==> config.mk <==
export PLATFORM = sky130hd
export DESIGN_NAME = nearest_centroid_assign
export DESIGN_NICKNAME = d
export VERILOG_FILES = /design/src/rtl/ncent_pkg.sv /design/src/rtl/ncent_cmem.sv /design/src/rtl/ncent_pmem.sv /design/src/rtl/ncent_sweep.sv /design/src/rtl/nearest_centroid_assign.sv
export VERILOG_INCLUDE_DIRS = /design/src /design/src/rtl
export SDC_FILE = /design/constraint.sdc
export NUM_CORES = 2
export LEC_CHECK = 0
export BUFFER_PORTS_ARGS = -buffer_cell sky130_fd_sc_hd__clkbuf_2
export CAP_MARGIN = 20
export CORE_MARGIN = 1.5
export CORE_UTILIZATION = 43
export DETAILED_ROUTE_END_ITERATION = 16
export GPL_TIMING_DRIVEN = 1
export SYNTH_ARGS = -nofsm -noshare
export SYNTH_HDL_FRONTEND = slang
export SYNTH_MEMORY_MAX_BITS = 65536
export SYNTH_SLANG_ARGS = --single-unit
==> constraint.sdc <==
create_clock -name clock -period 11.91 [get_ports clock]
set_clock_uncertainty 0.2 [all_clocks]
set_input_delay 1.7865 -clock clock [delete_from_list [all_inputs] [get_ports clock]]
set_output_delay 1.7865 -clock clock [all_outputs]
set_load 0.02 [all_outputs]
==> src/rtl/nearest_centroid_assign_macros.svh <==
// ----------------------------------------------------------------------------
// nearest_centroid_assign_macros
// assertion macros shared by the nearest centroid assignment block
// ----------------------------------------------------------------------------
`ifndef NEAREST_CENTROID_ASSIGN_MACROS_SVH
`define NEAREST_CENTROID_ASSIGN_MACROS_SVH

// same-cycle implication, checked on every rising clock edge out of reset
`define NCA_ASSERT_NOW(label, ante, cons, msg) \
   label: assert property (@(posedge clock) disable iff (reset) (ante) |-> (cons)) \
      else $error(msg);

// next-cycle implication
`define NCA_ASSERT_NEXT(label, ante, cons, msg) \
   label: assert property (@(posedge clock) disable iff (reset) (ante) |=> (cons)) \
      else $error(msg);

`endif

==> src/rtl/ncent_pkg.sv <==
// ----------------------------------------------------------------------------
// ncent_pkg
// types and fixed constants of the nearest centroid assignment block
// ----------------------------------------------------------------------------
package ncent_pkg;

   localparam int COORD_W    = 16;
   localparam int DIST_W     = 36;
   localparam int SQ_W       = 32;
   localparam int OUT_IDX_W  = 4;
   localparam int IN_IDX_W   = 4;
   localparam int CSR_IDX_W  = 1;
   localparam int CSR_DATA_W = 5;

   // register indexes
   localparam logic [CSR_IDX_W-1:0] CSR_NUM_CENTROIDS = 1'b0;
   localparam logic [CSR_IDX_W-1:0] CSR_NUM_DIMS      = 1'b1;

   localparam logic [CSR_DATA_W-1:0] RST_NUM_CENTROIDS = 5'd1;
   localparam logic [CSR_DATA_W-1:0] RST_NUM_DIMS      = 5'd16;

   // item modes
   localparam logic MODE_LOAD  = 1'b0;
   localparam logic MODE_POINT = 1'b1;

   localparam logic [DIST_W-1:0] DIST_MAX = '1;

   typedef struct packed {
      logic                       mode;
      logic [IN_IDX_W-1:0]        centroid_index;
      logic [IN_IDX_W-1:0]        coord_index;
      logic signed [COORD_W-1:0]  coord_value;
   } req_type;

   typedef struct packed {
      logic [OUT_IDX_W-1:0] nearest_index;
      logic [DIST_W-1:0]    best_distance;
      logic                 no_centroids;
   } rsp_type;

   // one point coordinate handed to the sweep sequencer
   typedef struct packed {
      logic                      valid;
      logic                      clear;
      logic                      emit;
      logic signed [COORD_W-1:0] value;
   } sweep_cmd_type;

endpackage

==> src/rtl/ncent_cmem.sv <==
// ----------------------------------------------------------------------------
// ncent_cmem
// centroid coordinate memory, one write port, one registered read port
// ----------------------------------------------------------------------------
module ncent_cmem #(
   parameter int MAX_CENTROIDS = 16,
   parameter int MAX_DIMS      = 16,
   localparam int DEPTH  = MAX_CENTROIDS * MAX_DIMS,
   localparam int ADDR_W = (DEPTH > 1) ? $clog2(DEPTH) : 1
) (
   input  logic                                clock,
   input  logic                                wr_en,
   input  logic [ADDR_W-1:0]                   wr_addr,
   input  logic signed [ncent_pkg::COORD_W-1:0] wr_data,
   input  logic [ADDR_W-1:0]                   rd_addr,
   output logic signed [ncent_pkg::COORD_W-1:0] rd_data
);
   import ncent_pkg::*;

   logic signed [COORD_W-1:0] mem [DEPTH];
   logic signed [COORD_W-1:0] rd_data_ff;

   always_ff @(posedge clock) begin
      if (wr_en) begin
         mem[wr_addr] <= wr_data;
      end
      rd_data_ff <= mem[rd_addr];
   end

   assign rd_data = rd_data_ff;

endmodule

==> src/rtl/ncent_pmem.sv <==
// ----------------------------------------------------------------------------
// ncent_pmem
// partial distance memory, one entry per centroid, registered read
// ----------------------------------------------------------------------------
module ncent_pmem #(
   parameter int MAX_CENTROIDS = 16,
   localparam int CIDX_W = (MAX_CENTROIDS > 1) ? $clog2(MAX_CENTROIDS) : 1
) (
   input  logic                           clock,
   input  logic                           wr_en,
   input  logic [CIDX_W-1:0]              wr_addr,
   input  logic [ncent_pkg::DIST_W-1:0]   wr_data,
   input  logic [CIDX_W-1:0]              rd_addr,
   output logic [ncent_pkg::DIST_W-1:0]   rd_data
);
   import ncent_pkg::*;

   logic [DIST_W-1:0] mem [MAX_CENTROIDS];
   logic [DIST_W-1:0] rd_data_ff;

   always_ff @(posedge clock) begin
      if (wr_en) begin
         mem[wr_addr] <= wr_data;
      end
      rd_data_ff <= mem[rd_addr];
   end

   assign rd_data = rd_data_ff;

endmodule

==> src/rtl/ncent_sweep.sv <==
// ----------------------------------------------------------------------------
// ncent_sweep
// per-coordinate sweep over all centroids: read, square, accumulate, argmin
// ----------------------------------------------------------------------------
`include "nearest_centroid_assign_macros.svh"

module ncent_sweep #(
   parameter int MAX_CENTROIDS = 16,
   parameter int MAX_DIMS      = 16,
   localparam int CIDX_W = (MAX_CENTROIDS > 1) ? $clog2(MAX_CENTROIDS) : 1,
   localparam int DIM_W  = (MAX_DIMS > 1) ? $clog2(MAX_DIMS) : 1,
   localparam int CCNT_W = $clog2(MAX_CENTROIDS + 1),
   localparam int DEPTH  = MAX_CENTROIDS * MAX_DIMS,
   localparam int ADDR_W = (DEPTH > 1) ? $clog2(DEPTH) : 1
) (
   input  logic                                 clock,
   input  logic                                 reset,
   input  ncent_pkg::sweep_cmd_type             cmd,
   input  logic [DIM_W-1:0]                     cmd_dim,
   input  logic [CCNT_W-1:0]                    cent_count,
   output logic                                 busy,
   output logic [ADDR_W-1:0]                    cm_rd_addr,
   input  logic signed [ncent_pkg::COORD_W-1:0] cm_rd_data,
   output logic [CIDX_W-1:0]                    pm_rd_addr,
   input  logic [ncent_pkg::DIST_W-1:0]         pm_rd_data,
   output logic                                 pm_we,
   output logic [CIDX_W-1:0]                    pm_wr_addr,
   output logic [ncent_pkg::DIST_W-1:0]         pm_wr_data,
   output logic                                 rsp_strobe,
   output ncent_pkg::rsp_type                   rsp_data
);
   import ncent_pkg::*;

   typedef enum logic [1:0] {
      ST_IDLE,
      ST_ISSUE,
      ST_DRAIN,
      ST_FINISH
   } state_type;

   state_type                 state_ff;
   logic [CIDX_W-1:0]         issue_j_ff;
   logic [DIM_W-1:0]          dim_ff;
   logic signed [COORD_W-1:0] value_ff;
   logic                      emit_ff;
   logic                      fresh_ff;
   logic                      have_ff;
   logic [CIDX_W-1:0]         best_i_ff;
   logic [DIST_W-1:0]         best_d_ff;
   logic                      rsp_strobe_ff;
   rsp_type                   rsp_data_ff;

   // pipeline: s1 = memory data back, s2 = difference, s3 = square
   logic                      v1_ff, v2_ff, v3_ff;
   logic                      last1_ff, last2_ff, last3_ff;
   logic [CIDX_W-1:0]         j1_ff, j2_ff, j3_ff;
   logic signed [COORD_W:0]   diff2_ff;
   logic [DIST_W-1:0]         part2_ff, part3_ff;
   logic [SQ_W-1:0]           sq3_ff;

   logic                      issue_last;
   logic signed [COORD_W:0]   diff_in;
   logic [DIST_W-1:0]         part_in;
   logic signed [2*COORD_W+1:0] sq_full;
   logic [DIST_W:0]           sum_full;
   logic [DIST_W-1:0]         sum_sat;
   logic                      in_range;

   assign issue_last = (32'(issue_j_ff) == MAX_CENTROIDS - 1);
   assign cm_rd_addr = ADDR_W'(32'(issue_j_ff) * MAX_DIMS + 32'(dim_ff));
   assign pm_rd_addr = issue_j_ff;

   // reads of the sum memory count as zero right after a clear or a result
   assign part_in  = fresh_ff ? '0 : pm_rd_data;
   assign diff_in  = COORD_W'(value_ff) - COORD_W'(cm_rd_data) == '0 ? '0 :
                     $signed({value_ff[COORD_W-1], value_ff}) -
                     $signed({cm_rd_data[COORD_W-1], cm_rd_data});
   assign sq_full  = (2*COORD_W+2)'(diff2_ff) * (2*COORD_W+2)'(diff2_ff);
   assign sum_full = {1'b0, part3_ff} + (DIST_W + 1)'(sq3_ff);
   assign sum_sat  = sum_full[DIST_W] ? DIST_MAX : sum_full[DIST_W-1:0];
   assign in_range = (CCNT_W'(j3_ff) < cent_count);

   assign pm_we      = v3_ff;
   assign pm_wr_addr = j3_ff;
   assign pm_wr_data = sum_sat;

   always_ff @(posedge clock) begin
      if (reset) begin
         v1_ff <= 1'b0;
         v2_ff <= 1'b0;
         v3_ff <= 1'b0;
      end else begin
         v1_ff <= (state_ff == ST_ISSUE);
         v2_ff <= v1_ff;
         v3_ff <= v2_ff;
      end
      last1_ff <= issue_last;
      j1_ff    <= issue_j_ff;
      last2_ff <= last1_ff;
      j2_ff    <= j1_ff;
      diff2_ff <= diff_in;
      part2_ff <= part_in;
      last3_ff <= last2_ff;
      j3_ff    <= j2_ff;
      sq3_ff   <= sq_full[SQ_W-1:0];
      part3_ff <= part2_ff;
   end

   always_ff @(posedge clock) begin
      if (reset) begin
         state_ff      <= ST_IDLE;
         issue_j_ff    <= '0;
         emit_ff       <= 1'b0;
         fresh_ff      <= 1'b1;
         have_ff       <= 1'b0;
         rsp_strobe_ff <= 1'b0;
      end else begin
         rsp_strobe_ff <= (state_ff == ST_FINISH) && emit_ff;
         if (v3_ff && in_range && (!have_ff || sum_sat < best_d_ff)) begin
            have_ff   <= 1'b1;
            best_i_ff <= j3_ff;
            best_d_ff <= sum_sat;
         end
         unique case (state_ff)
            ST_IDLE: begin
               if (cmd.valid) begin
                  state_ff   <= ST_ISSUE;
                  issue_j_ff <= '0;
                  dim_ff     <= cmd_dim;
                  value_ff   <= cmd.value;
                  emit_ff    <= cmd.emit;
                  fresh_ff   <= fresh_ff | cmd.clear;
                  have_ff    <= 1'b0;
               end
            end
            ST_ISSUE: begin
               issue_j_ff <= issue_j_ff + 1'b1;
               if (issue_last) begin
                  state_ff <= ST_DRAIN;
               end
            end
            ST_DRAIN: begin
               if (v3_ff && last3_ff) begin
                  state_ff <= ST_FINISH;
               end
            end
            ST_FINISH: begin
               state_ff      <= ST_IDLE;
               fresh_ff      <= emit_ff;
               if (cent_count == '0) begin
                  rsp_data_ff.nearest_index <= '0;
                  rsp_data_ff.best_distance <= '0;
                  rsp_data_ff.no_centroids  <= 1'b1;
               end else begin
                  rsp_data_ff.nearest_index <= OUT_IDX_W'(best_i_ff);
                  rsp_data_ff.best_distance <= best_d_ff;
                  rsp_data_ff.no_centroids  <= 1'b0;
               end
            end
            default: begin
               state_ff <= ST_IDLE;
            end
         endcase
      end
   end

   assign busy       = (state_ff != ST_IDLE);
   assign rsp_strobe = rsp_strobe_ff;
   assign rsp_data   = rsp_data_ff;

   `NCA_ASSERT_NEXT(a_rsp_single, rsp_strobe_ff, !rsp_strobe_ff, "result strobe held")
   `NCA_ASSERT_NOW(a_wb_busy, pm_we, state_ff != ST_IDLE, "sum write while idle")
   `NCA_ASSERT_NOW(a_have_best, state_ff == ST_FINISH && cent_count != '0, have_ff,
      "no candidate at finish")
   `NCA_ASSERT_NOW(a_none_zero, rsp_strobe_ff && rsp_data_ff.no_centroids,
      rsp_data_ff.best_distance == '0 && rsp_data_ff.nearest_index == '0,
      "empty result carries data")

endmodule

==> src/rtl/nearest_centroid_assign.sv <==
// ----------------------------------------------------------------------------
// nearest_centroid_assign
// nearest centroid assignment for k-means over signed 16-bit coordinates
// ----------------------------------------------------------------------------
// usage
//   req channel: start/busy command port, req_data carries one coordinate;
//     a transfer happens at a clock edge with start high and busy low
//   load items (mode 0) write one centroid coordinate in the transfer cycle
//     and never raise busy; point items beyond the dimension count are dropped
//   point items (mode 1) sweep all MAX_CENTROIDS sum entries through the
//     sum memory, one entry per cycle, then a 3-stage read/diff/square pipe
//     that adds into the sum entry; busy stays high through sweep and drain
//   on the last coordinate of a point the result is shown on rsp_data with
//     rsp_strobe for exactly one cycle, the first cycle with busy low; the
//     receiver cannot stall, each strobe is one transfer
//   csr port: csr_we writes csr_index (0 num_centroids, 1 num_dims) at once
//   reset: synchronous; registers take their defaults and the partial sums
//     read as zero; centroid memory holds no defined values until loaded
// ----------------------------------------------------------------------------
module nearest_centroid_assign #(
   parameter int MAX_CENTROIDS = 16,
   parameter int MAX_DIMS      = 16
) (
   input  logic                              clock,
   input  logic                              reset,
   input  logic                              start,
   output logic                              busy,
   input  ncent_pkg::req_type                req_data,
   output logic                              rsp_strobe,
   output ncent_pkg::rsp_type                rsp_data,
   input  logic                              csr_we,
   input  logic [ncent_pkg::CSR_IDX_W-1:0]   csr_index,
   input  logic [ncent_pkg::CSR_DATA_W-1:0]  csr_wdata
);
   import ncent_pkg::*;

   localparam int DIM_W  = (MAX_DIMS > 1) ? $clog2(MAX_DIMS) : 1;
   localparam int CIDX_W = (MAX_CENTROIDS > 1) ? $clog2(MAX_CENTROIDS) : 1;
   localparam int CCNT_W = $clog2(MAX_CENTROIDS + 1);
   localparam int DCNT_W = $clog2(MAX_DIMS + 1);
   localparam int DEPTH  = MAX_CENTROIDS * MAX_DIMS;
   localparam int ADDR_W = (DEPTH > 1) ? $clog2(DEPTH) : 1;

   // configuration registers
   logic [CSR_DATA_W-1:0] num_centroids_ff;
   logic [CSR_DATA_W-1:0] num_dims_ff;

   logic [CCNT_W-1:0]     cent_count;
   logic [DCNT_W-1:0]     dim_count;
   logic                  req_fire;
   logic                  load_ok;
   logic                  point_ok;
   sweep_cmd_type         cmd;

   logic                  cm_we;
   logic [ADDR_W-1:0]     cm_wr_addr;
   logic [ADDR_W-1:0]     cm_rd_addr;
   logic signed [COORD_W-1:0] cm_rd_data;

   logic                  pm_we;
   logic [CIDX_W-1:0]     pm_wr_addr;
   logic [DIST_W-1:0]     pm_wr_data;
   logic [CIDX_W-1:0]     pm_rd_addr;
   logic [DIST_W-1:0]     pm_rd_data;

   always_ff @(posedge clock) begin
      if (reset) begin
         num_centroids_ff <= RST_NUM_CENTROIDS;
         num_dims_ff      <= RST_NUM_DIMS;
      end else if (csr_we) begin
         unique case (csr_index)
            CSR_NUM_CENTROIDS: num_centroids_ff <= csr_wdata;
            CSR_NUM_DIMS:      num_dims_ff      <= csr_wdata;
            default: begin
            end
         endcase
      end
   end

   // effective counts: zero dims acts as one, both clamp to the table size
   assign cent_count = (32'(num_centroids_ff) > MAX_CENTROIDS) ?
                       CCNT_W'(MAX_CENTROIDS) : CCNT_W'(num_centroids_ff);
   assign dim_count  = (num_dims_ff == '0) ? DCNT_W'(1) :
                       (32'(num_dims_ff) > MAX_DIMS) ? DCNT_W'(MAX_DIMS) :
                       DCNT_W'(num_dims_ff);

   assign req_fire = start && !busy;

   // load transfer: store one coordinate if it lands inside the table
   assign load_ok    = (32'(req_data.centroid_index) < MAX_CENTROIDS) &&
                       (32'(req_data.coord_index) < MAX_DIMS);
   assign cm_we      = req_fire && (req_data.mode == MODE_LOAD) && load_ok;
   assign cm_wr_addr = ADDR_W'(32'(req_data.centroid_index) * MAX_DIMS +
                               32'(req_data.coord_index));

   // point transfer: only coordinates inside the dimension count do work
   assign point_ok  = (32'(req_data.coord_index) < 32'(dim_count));
   assign cmd.valid = req_fire && (req_data.mode == MODE_POINT) && point_ok;
   assign cmd.clear = (req_data.coord_index == '0);
   assign cmd.emit  = (32'(req_data.coord_index) == 32'(dim_count) - 1);
   assign cmd.value = req_data.coord_value;

   ncent_cmem #(
      .MAX_CENTROIDS (MAX_CENTROIDS),
      .MAX_DIMS      (MAX_DIMS)
   ) u_cmem (
      .clock   (clock),
      .wr_en   (cm_we),
      .wr_addr (cm_wr_addr),
      .wr_data (req_data.coord_value),
      .rd_addr (cm_rd_addr),
      .rd_data (cm_rd_data)
   );

   ncent_pmem #(
      .MAX_CENTROIDS (MAX_CENTROIDS)
   ) u_pmem (
      .clock   (clock),
      .wr_en   (pm_we),
      .wr_addr (pm_wr_addr),
      .wr_data (pm_wr_data),
      .rd_addr (pm_rd_addr),
      .rd_data (pm_rd_data)
   );

   ncent_sweep #(
      .MAX_CENTROIDS (MAX_CENTROIDS),
      .MAX_DIMS      (MAX_DIMS)
   ) u_sweep (
      .clock      (clock),
      .reset      (reset),
      .cmd        (cmd),
      .cmd_dim    (DIM_W'(req_data.coord_index)),
      .cent_count (cent_count),
      .busy       (busy),
      .cm_rd_addr (cm_rd_addr),
      .cm_rd_data (cm_rd_data),
      .pm_rd_addr (pm_rd_addr),
      .pm_rd_data (pm_rd_data),
      .pm_we      (pm_we),
      .pm_wr_addr (pm_wr_addr),
      .pm_wr_data (pm_wr_data),
      .rsp_strobe (rsp_strobe),
      .rsp_data   (rsp_data)
   );

endmodule
==> metrics <==
routed wl met3 35100 um; Avg Synthesized Cell Area 22.1 sq um; height of the chip 684 um; Rel. slew slack 19.8%; Cells after Synth 9020; Overflow after GRT 0; Netlist cell types 74; Synth Area in Adders 3.72%; Vias per Instance 5.81; ratio of cells with drive above 1 in the final layout 28.1%; Resize count post-CTS 0; Core Region 0.460 sq mm; post-synthesis mux area share 17.3%; Worst Setup End Kind register; FP Rows 249; I/O pins 78; antenna violations before repair 32; Yosys reg bits 4983; I/O Buffers 77; Max FO, Critical Path 33; WP data arrival 7.74 ns; Max Cap Viol 0; CTS Buffer Depth 4; Tmin final 7.20 ns; CTS tree yes; top cells by area, synth edfxtp_1 72%, mux4_2 17%, fa_1 2.6%; level count of the clock H-tree 6; Cell Area, Synth 0.199 sq mm; clock slew at reported path FFs 0.06 ns; largest family of logic cells by synthesized area multiplexers; Setup Fix Bufs, Post-CTS 0; clock latency at the later pin of the worst-skew pair 1.03 ns; post-route insts no fill 16200; global-route wire length before repair 703000 um; hold buffer count at cts 0; vias 93800; routed len/inst 30.2 um; Critical Path RT 12.46 ns; top layer in use met5; status completed; Slew Limit Fails 0; GR Util All Layers 20.7%; Simple-Gate Fraction of Synth Area 1.98%; antenna-violating nets left 0; Initial Util 43.3%; Layout Nets 10000; Seq/Total Area, Yosys 74.1%; CTS buffer count 521; DRC viols 0; synthesized net count 9493; area delta synth->final 13.5%; Die Wd 684 um; RSZ-0062 raised after global routing false; XOR/XNOR share of the synthesized area 0.378%; most frequent cells in the layout 4773 x edfxtp_1, 1524 x mux4_2, 525 x clkbuf_16; Sink Count 4983; Final Cycle Share 60.4%; DP HPWL 290000 um; top-area cell type share of the netlist area 71.9%; Async SR Flop Fraction 0%; wire length on met2 232000 um; critical path class reg -> reg; Yosys top cell by area edfxtp_1; cell count after placement 15200; r2r setup slk 4.71 ns; number of global-route vias before repair 95700; Synth Flop Type edfxtp_1; first drt pass iteration count 6; Synth Area in Compound Gates 0.960%; Worst Tran Pin Value 1.20 ns; commonest non-fill, non-tap cell in the layout edfxtp_1; CTS root buf clkbuf_16; DRT met1 WL 207000 um; Sum Neg Setup Slack 0 ns; Critical Path Start Type register; worst min path class reg -> reg; Final Hold Viols 0; setup violators final 0; Fmax achieved 0.139 GHz; RePlAce Congestion 0.845; largest net degree at the start of global routing 161; EDFF count, synth 4773; initial DRC count 10500; final wirelength 487000 um; die area 0.467 sq mm; Yosys warnings 0
-- through the flow --
stage | hold WS [ns] | util [%] | instance area (sq um) | setup slack (ns)
floorplan | 0.110 | - | 199000 | 5.55
global placement | 0.111 | 45.4 | 209000 | 4.73
detailed placement | 0.112 | 45.4 | 209000 | 4.79
CTS | 0.125 | 49.0 | 226000 | 4.76
global route | 0.130 | 49.1 | 226000 | 4.36
finish | 0.125 | 49.1 | 226000 | 4.71
-- state kept, by name, summed over array words and instances (netlist names), 2 cells and up --
name and count:
num_centroids_ff 5, num_dims_ff 5, u_cmem.mem 4096, u_cmem.rd_data 16
u_pmem.mem 576, u_pmem.rd_data 36, u_sweep.best_d_ff 36, u_sweep.best_i_ff 4
u_sweep.diff2_ff 17, u_sweep.dim_ff 4, u_sweep.j1_ff 4, u_sweep.j2_ff 4
u_sweep.part2_ff 36, u_sweep.part3_ff 36, u_sweep.pm_rd_addr 4, u_sweep.pm_wr_addr 4
u_sweep.rsp_data 41, u_sweep.sq3_ff 31, u_sweep.state_ff 2, u_sweep.value_ff 16
-- cells in the mapped netlist (59+ instances only) --
cell type / n
nor2_1: 386
clkbuf_1: 269
edfxtp_1: 4773
dfxtp_1: 210
inv_1: 406
buf_2: 97
ha_1: 182
nand2_1: 201
fa_1: 256
xnor2_1: 59
a21oi_1: 62
nor2b_1: 74
mux4_2: 1524
-- worst max-delay path, cell delays in order (launching register included) --
cell and delay (ns):
dfxtp_1 0.30, ha_1 0.20, ha_1 0.22, a211o_1 0.30, a2111oi_2 0.37, o41ai_1 0.13
buf_4 0.16, a21o_1 0.20, a21oi_1 0.35, o21ai_1 0.33, a21oi_4 0.19, buf_4 0.38
nand4b_1 0.64, ha_1 0.57, nand4_1 0.16, or4_1 0.63, nor4b_1 0.30, or3_1 0.16
nand2b_1 0.09, o21ai_0 0.11, and4b_1 0.23, a22o_2 0.40, buf_12 0.25
-- metal layers --
metal | track usage, % | vias to the layer above
met5 | 0 | -
met4 | 5.22 | 4
met3 | 3.36 | 654
met2 | 32.8 | 3578
met1 | 30.1 | 51300
li1 | - | 38200
-- cell type report --
type	count	area [sq um]
fillers	36700	234000
inverters	406	1520
flip-flops and latches	4983	148000
clock inverters	294	3160
multi-input cells	3208	48700
clock buffers	647	13700
repair buffers	452	3640
well taps	6149	7690
diodes	18	45.0
-- kinds of logic (layout without fill, tap and decap cells) --
kind of cell             count (synthesis)  count (layout)
flip-flops                            4983            4983
multiplexers                          1533            1533
AND/OR/NAND/NOR                        871             871
buffers and inverters                  829            1799
adder cells (fa/ha/maj)                438             438
AO/OA/AOI/OAI                          280             280
XOR/XNOR                                86              86
other                                    0              18
-- worst paths after layout --
| check | startpoint | end | depth (start not counted) |
|---|---|---|---|
| worst max register to register | u_sweep.sq3_ff[0]$_DFF_P_ | u_sweep.best_d_ff[14]$_DFFE_PP_ | 22 |
| worst max-delay path | u_sweep.sq3_ff[0]$_DFF_P_ | u_sweep.best_d_ff[14]$_DFFE_PP_ | 22 |
| worst min-delay path | u_sweep.last1_ff$_DFF_P_ | u_sweep.last2_ff$_DFF_P_ | 0 |
| worst min register to register | u_sweep.last1_ff$_DFF_P_ | u_sweep.last2_ff$_DFF_P_ | 0 |
Power is not shown: default switching activity piles up to over one toggle a cycle in this logic, so the estimate is an artifact.
